### src/rtl/core/lph_pkg.sv
// shared constants, codes and control types of the linear probing hash table
`timescale 1ns / 1ps
`default_nettype none

package lph_pkg;

    localparam int MAX_SLOTS = 1024;
    localparam int ADDR_W    = $clog2(MAX_SLOTS);
    localparam int NUM_W     = ADDR_W + 1;

    localparam int SIZE_W = 11;
    localparam int KEY_W  = 31;
    localparam int SLOT_W = 10;
    localparam int OP_W   = 2;
    localparam int STAT_W = 2;
    localparam int CNT_W  = $clog2(KEY_W);
    localparam int RAM_W  = KEY_W + 2;

    localparam int IN_TDATA_W  = ((KEY_W + 7) / 8) * 8;
    localparam int OUT_TDATA_W = ((SLOT_W + KEY_W + 7) / 8) * 8;

    localparam logic [SIZE_W-1:0] SIZE_RESET = 11'd1024;

    localparam logic [OP_W-1:0] OP_INSERT = 2'd0;
    localparam logic [OP_W-1:0] OP_FIND   = 2'd1;
    localparam logic [OP_W-1:0] OP_REMOVE = 2'd2;

    localparam logic [STAT_W-1:0] RES_OK        = 2'd0;
    localparam logic [STAT_W-1:0] RES_NOT_FOUND = 2'd1;
    localparam logic [STAT_W-1:0] RES_FULL      = 2'd2;

    localparam logic [1:0] SLOT_EMPTY   = 2'd0;
    localparam logic [1:0] SLOT_USED    = 2'd1;
    localparam logic [1:0] SLOT_DELETED = 2'd2;

    typedef struct packed {
        logic load;
        logic div_step;
        logic rd;
        logic advance;
        logic wr_used;
        logic wr_deleted;
        logic clear_step;
        logic emit_hit;
        logic emit_miss;
        logic emit_full;
    } lph_cmd_t;

    typedef struct packed {
        logic            clear_last;
        logic            div_last;
        logic [OP_W-1:0] op;
        logic            slot_free;
        logic            slot_empty;
        logic            key_match;
        logic            probe_last;
        logic            out_free;
    } lph_stat_t;

endpackage

`default_nettype wire

### src/rtl/core/lph_ctrl.sv
// controller state machine of the linear probing hash table
`timescale 1ns / 1ps
`default_nettype none

module lph_ctrl (
    input  wire logic              clk,
    input  wire logic              rst_n,
    input  wire logic              in_valid,
    output logic                   in_ready,
    input  wire lph_pkg::lph_stat_t stat,
    output lph_pkg::lph_cmd_t      cmd
);

    typedef enum logic [2:0] {
        ST_CLEAR,
        ST_IDLE,
        ST_DIV,
        ST_READ,
        ST_CHECK,
        ST_REJECT
    } state_t;

    state_t state_reg;
    state_t state_next;
    logic   in_ready_reg;

    assign in_ready = in_ready_reg;

    always_comb
    begin
        cmd        = '0;
        state_next = state_reg;
        case (state_reg)
            ST_CLEAR:
            begin
                cmd.clear_step = 1'b1;
                if (stat.clear_last)
                begin
                    state_next = ST_IDLE;
                end
            end
            ST_IDLE:
            begin
                if (in_valid && in_ready_reg)
                begin
                    cmd.load   = 1'b1;
                    state_next = ST_DIV;
                end
            end
            ST_DIV:
            begin
                cmd.div_step = 1'b1;
                if (stat.div_last)
                begin
                    if (stat.op inside {lph_pkg::OP_INSERT, lph_pkg::OP_FIND,
                                        lph_pkg::OP_REMOVE})
                    begin
                        state_next = ST_READ;
                    end
                    else
                    begin
                        state_next = ST_REJECT;
                    end
                end
            end
            ST_READ:
            begin
                cmd.rd     = 1'b1;
                state_next = ST_CHECK;
            end
            ST_CHECK:
            begin
                if (stat.op == lph_pkg::OP_INSERT)
                begin
                    if (stat.slot_free)
                    begin
                        if (stat.out_free)
                        begin
                            cmd.wr_used  = 1'b1;
                            cmd.emit_hit = 1'b1;
                            state_next   = ST_IDLE;
                        end
                    end
                    else if (stat.probe_last)
                    begin
                        if (stat.out_free)
                        begin
                            cmd.emit_full = 1'b1;
                            state_next    = ST_IDLE;
                        end
                    end
                    else
                    begin
                        cmd.advance = 1'b1;
                        state_next  = ST_READ;
                    end
                end
                else if (stat.key_match)
                begin
                    if (stat.out_free)
                    begin
                        cmd.wr_deleted = (stat.op == lph_pkg::OP_REMOVE);
                        cmd.emit_hit   = 1'b1;
                        state_next     = ST_IDLE;
                    end
                end
                else if (stat.slot_empty || stat.probe_last)
                begin
                    if (stat.out_free)
                    begin
                        cmd.emit_miss = 1'b1;
                        state_next    = ST_IDLE;
                    end
                end
                else
                begin
                    cmd.advance = 1'b1;
                    state_next  = ST_READ;
                end
            end
            ST_REJECT:
            begin
                if (stat.out_free)
                begin
                    cmd.emit_miss = 1'b1;
                    state_next    = ST_IDLE;
                end
            end
            default:
            begin
                state_next = ST_IDLE;
            end
        endcase
    end

    always_ff @(posedge clk or negedge rst_n)
    begin
        if (!rst_n)
        begin
            state_reg    <= ST_CLEAR;
            in_ready_reg <= 1'b0;
        end
        else
        begin
            state_reg    <= state_next;
            in_ready_reg <= (state_next == ST_IDLE) && !cmd.load;
        end
    end

endmodule

`default_nettype wire

### config.mk
export PLATFORM = sky130hd
export DESIGN_NAME = lph_ctrl
export DESIGN_NICKNAME = d
export VERILOG_FILES = /design/src/rtl/core/lph_pkg.sv /design/src/rtl/core/lph_ctrl.sv
export SDC_FILE = /design/constraint.sdc
export NUM_CORES = 1
export LEC_CHECK = 0
export ABC_AREA = 1
export BUFFER_PORTS_ARGS = -buffer_cell sky130_fd_sc_hd__buf_2
export CAP_MARGIN = 20
export CORE_MARGIN = 5
export CORE_UTILIZATION = 30
export CTS_CLUSTER_SIZE = 28
export DETAILED_ROUTE_END_ITERATION = 12
export GPL_ROUTABILITY_DRIVEN = 0
export PLACE_DENSITY = 0.64
export SYNTH_ARGS = -nofsm -noshare
export SYNTH_HDL_FRONTEND = slang
export SYNTH_SLANG_ARGS = --single-unit
export TNS_END_PERCENT = 50
### constraint.sdc
create_clock -name clk -period 1.3 [get_ports clk]
set_input_delay 0.325 -clock clk [delete_from_list [all_inputs] [get_ports clk]]
set_output_delay 0.325 -clock clk [all_outputs]
set_load 0.05 [all_outputs]
* After elaboration in Yosys (flattened, before gate mapping)
Index checks and enable logic that the tools add are counted.
** Storage, ports and cells
- Logic and storage cells :: 56
- Flip-flop bits (word level) :: 4
** Operators by class
- Mux-type cells :: 39
- Reductions and logical operators :: 7
- Equality and inequality tests :: 8
** Operators by type and width (count)
- 2-to-1 mux 3 bit :: 11
- 2-to-1 mux 1 bit :: 26
- one-hot mux 3 bit (6 select lines) :: 1
- == test 3 x 1 -> 1 bit, second input constant :: 2
- == test 3 x 2 -> 1 bit, second input constant :: 2
- == test 3 bit, second input constant :: 2
- zero test 3 bit :: 1
- nonzero test 3 bit :: 1
- == test 2 x 1 -> 1 bit, second input constant :: 1
- == test 2 bit, second input constant :: 1
- logical AND 1 bit :: 2
- zero test 2 bit :: 1
- one-hot mux 1 bit (2 select lines) :: 1
- zero test 1 bit :: 1
- logical OR 1 bit :: 1

* Logic depth before layout (Yosys ltp)
- Depth in word-level cells :: 7
- Depth in mapped cells :: 8
- Gate-level depth less buffers :: 8

* Worst setup path before layout
Ideal clock, no wire load.
- Path type :: flip-flop to output port
- From :: reg state_reg[1]
- To :: out cmd[4] (netlist name)
- Data arrival time :: 2.277 ns
- Path slack :: -1.302 ns
- Stages on the path, launching flop included :: 7
- Required time :: 0.975 ns
- Buffers on the path :: 1
- Path through :: dfrtp_1 > buf_2 > nor2_4 > inv_2 > nor2_4 > inv_2 > nor4_1
** RTL lines
- start: declaration :: RTL line lph_ctrl.sv:23 : state_t state_reg;
- start signal: assignment :: RTL line lph_ctrl.sv:145 : state_reg <= state_next;
- end: declaration :: RTL line lph_ctrl.sv:11 : output lph_pkg::lph_cmd_t cmd

==> results.sh <==
export IMPL_cpPeakStageDelay_ns=0.40
export IMPL_area_delta_synth_final_pct=111
export IMPL_synth_commonest_cells="nand2_1, nor2_1, inv_1"
export IMPL_coreArea_sq_mm=0.00128
export IMPL_fillers=125
export IMPL_wl_mm=1.32
export IMPL_hold_viol_final=0
export IMPL_synth_edf_count=0
export IMPL_crit_path_start="state_reg[1]"
export IMPL_ys_warnings_count=0
export IMPL_die_height_um=46.6
export IMPL_clock_skew_final_ns=0.00310
export IMPL_leakagePower_uw=0.000471
export IMPL_finalSetupViolations=11
export IMPL_ys_seq_area_share_pct=24.9
export IMPL_ys_types=15
export IMPL_ir_drop_mv=1.33
export IMPL_cp_end_kind="output port"
export IMPL_drtAntennaViolNets=0
export IMPL_fp_dieW_um=46.6
export IMPL_syn_area_per_cell_sq_um=5.66
export IMPL_routedWlPerCell_um=10.2
export IMPL_power_per_cell_area_mw_per_mm2=1770
export IMPL_final_seq_area_sq_um=101
export IMPL_cap_violations=0
export IMPL_clock_latency_ns=0.23
export IMPL_numCtsBuffers=3
export IMPL_timing_hold_ws_ns=0.427
export IMPL_syn_area_sq_um=402
export IMPL_ys_seq_elements=4
export IMPL_dr_pass1_iters=2
export IMPL_worstPathRequired_ns=0.98
export IMPL_cts_tree="built"
export IMPL_drive_gt1_share_pct=54.8
export IMPL_yosysTopAreaCellShare_pct=24.9
export IMPL_fin_crit_sh_pct=134
export IMPL_vias=584
export IMPL_synthFlopType="dfrtp_1"
export IMPL_grtUsageTotal_pct=13.5
export IMPL_violations="setup timing"
export IMPL_start_util_pct=31.3
export IMPL_cts_buffer_depth=2
export IMPL_largest_reg_flops=3
export IMPL_diodes=0
export IMPL_worst_setup_path_type="flop to output port"
export IMPL_tightest_slew_ns=0.252
export IMPL_grt_pass1_wl_mm=2.13
export IMPL_cts_sinks=4
export IMPL_crit_family="simple AND/OR/NAND/NOR gates"
export IMPL_synthesis_nets=83
export IMPL_maxSlewViolCount=0
export IMPL_drtIter0Drc=1
export IMPL_dp_hpwl_um=986
export IMPL_grt_max_degree=8
export IMPL_slowest_stage="dfrtp_1"
export IMPL_cts_clk_slew_worst_paths_ns=0.04
export IMPL_synthArstFlopShare_pct=100
export IMPL_rsz0062_at_grt="true"
export IMPL_fp_dieArea_sq_mm=0.00217
export IMPL_timing_rr_start="state_reg[2]"
export IMPL_grt_ovfl_total=0
export IMPL_ys_top_cells_by_area="dfrtp_1, nand2_1, nand3_1"
export IMPL_syn_instance_count=71
export IMPL_viasPerCell=4.49
export IMPL_crit_chain="nor2_4 > inv_2 > nor2_4 > buf_6 > nand3_2 > nor2_1 > buf_6"
export IMPL_fin_crit_ns=1.75
export IMPL_fin_nets=129
export IMPL_fmax_mhz=572
export IMPL_port_buffers=22
export IMPL_path_buf_inv=3
export IMPL_grt_pass1_vias=523
export IMPL_post_place_ws_ns=-0.299
export IMPL_htree_levels=1
export IMPL_worst_slack_ns=-0.448
export IMPL_cp_arrival_ns=1.42
export IMPL_cp_start_kind="flop"
export IMPL_grt_antenna_before_repair=0
export IMPL_yosysMostFrequentCell="nand2_1"
export IMPL_rows=13
export IMPL_multi_input_area_sq_um=304
export IMPL_ioPinCount=23
export IMPL_hold_path_class="input port to async pin"
export IMPL_slew_headroom_pct=83.3
export IMPL_setup_tns_ns=-3.36
export IMPL_cp_max_fo=3
export IMPL_drt_drc_violations_left=0
export IMPL_root_buffer="clkbuf_4"
export IMPL_synth_area_leader_cell="dfrtp_1"
export IMPL_status="complete, but fails checks"
==> per-stage QoR <==
| stage | cells | total power, uW | instance area, sq um | util [%] |
|---|---|---|---|---|
| 6_report | 130 | 1490 | 846 | 65.8 |
| 5_1_grt | 130 | 1610 | 846 | 65.8 |
| 4_1_cts | 127 | 1440 | 790 | 61.4 |
| 3_5_place_dp | 123 | 1140 | 674 | 52.5 |
| 3_3_place_gp | 123 | 1130 | 674 | 52.5 |
| 2_1_floorplan | 71 | 829 | 437 | - |
==> where the power goes <==
| group | switching (uW) | leakage (uW) | total [uW] | internal, uW |
|---|---|---|---|---|
| clock | 45.1 | 0.0000138 | 148 | 103 |
| combinational | 637 | 0.000407 | 1100 | 464 |
| sequential | 59.8 | 0.0000498 | 245 | 185 |
==> cell usage in the layout (no fill, tap or decap), drive strengths merged <==
cell type | Yosys | layout
dlygate4sd3 | 0 | 1
nand3b | 1 | 1
nor4 | 1 | 1
a21oi | 2 | 2
clkbuf | 0 | 3
nor2 | 14 | 14
inv | 14 | 14
dfrtp | 4 | 4
nor3 | 4 | 4
or2 | 1 | 1
buf | 1 | 41
nand2 | 19 | 19
nand3 | 9 | 9
o21ai | 1 | 1
==> cell families (layout without fill, tap and decap cells) <==
kind of cell           Yosys count  in the layout  share of synthesized area (%)
buffers and inverters           15             59                           14.3
DFF                              4              4                           24.9
AOI/OAI and AO/OA                3              3                           3.74
and+or+nand+nor                 49             49                           57.0
==> layout make-up <==
cell class | instances | area share (%)
Timing Repair Buffer | 42 | 40.7
Multi-Input combinational cell | 52 | 35.9
Sequential cell | 4 | 12.0
Inverter | 14 | 6.51
Clock buffer | 3 | 2.66
Tap cell | 15 | 2.22
==> worst paths after layout <==
kind | to | slack, ns | cells past startpoint
min reg2reg | state_reg[0] | 0.73 | 5
max in group asynchronous | state_reg[0] | 0.74 | 2
min in group clk | state_reg[0] | 0.48 | 5
max reg2reg | in_ready | -0.03 | 10
max | cmd[0] | -0.45 | 7
min | state_reg[2] | 0.43 | 2
==> layer usage <==
layer / vias up / part of all wire (%) / global-route usage (%)
met3: 0 / 4.5 / 2.34
met4: 0 / 0 / 5.11
li1: 310 / - / -
met1: 259 / 39 / 15.3
met2: 15 / 56 / 24.7
met5: - / 0 / 0
==> worst reg2reg max path, cell delays in order, from the launching register on <==
cell,delay [ns]
dfrtp_1,0.38
buf_4,0.14
buf_6,0.12
nor2_4,0.08
buf_4,0.12
nand3_1,0.08
nand2_1,0.08
nor2_1,0.05
nand2_1,0.08
nand2_1,0.06
nor2_1,0.08
==> timing repair <==
| action | 4_1_cts | 5_1_grt |
|---|---|---|
| hold buffers | 1 | 0 |
| resized for setup | 26 | 10 |
| pin swaps | 1 | 2 |
| hold endpoints to repair | 4 | 0 |
| buffers inserted | 0 | 3 |
| endpoints found under the setup margin | 11 | 11 |
Note: power is estimated with default switching activity, not from simulation.
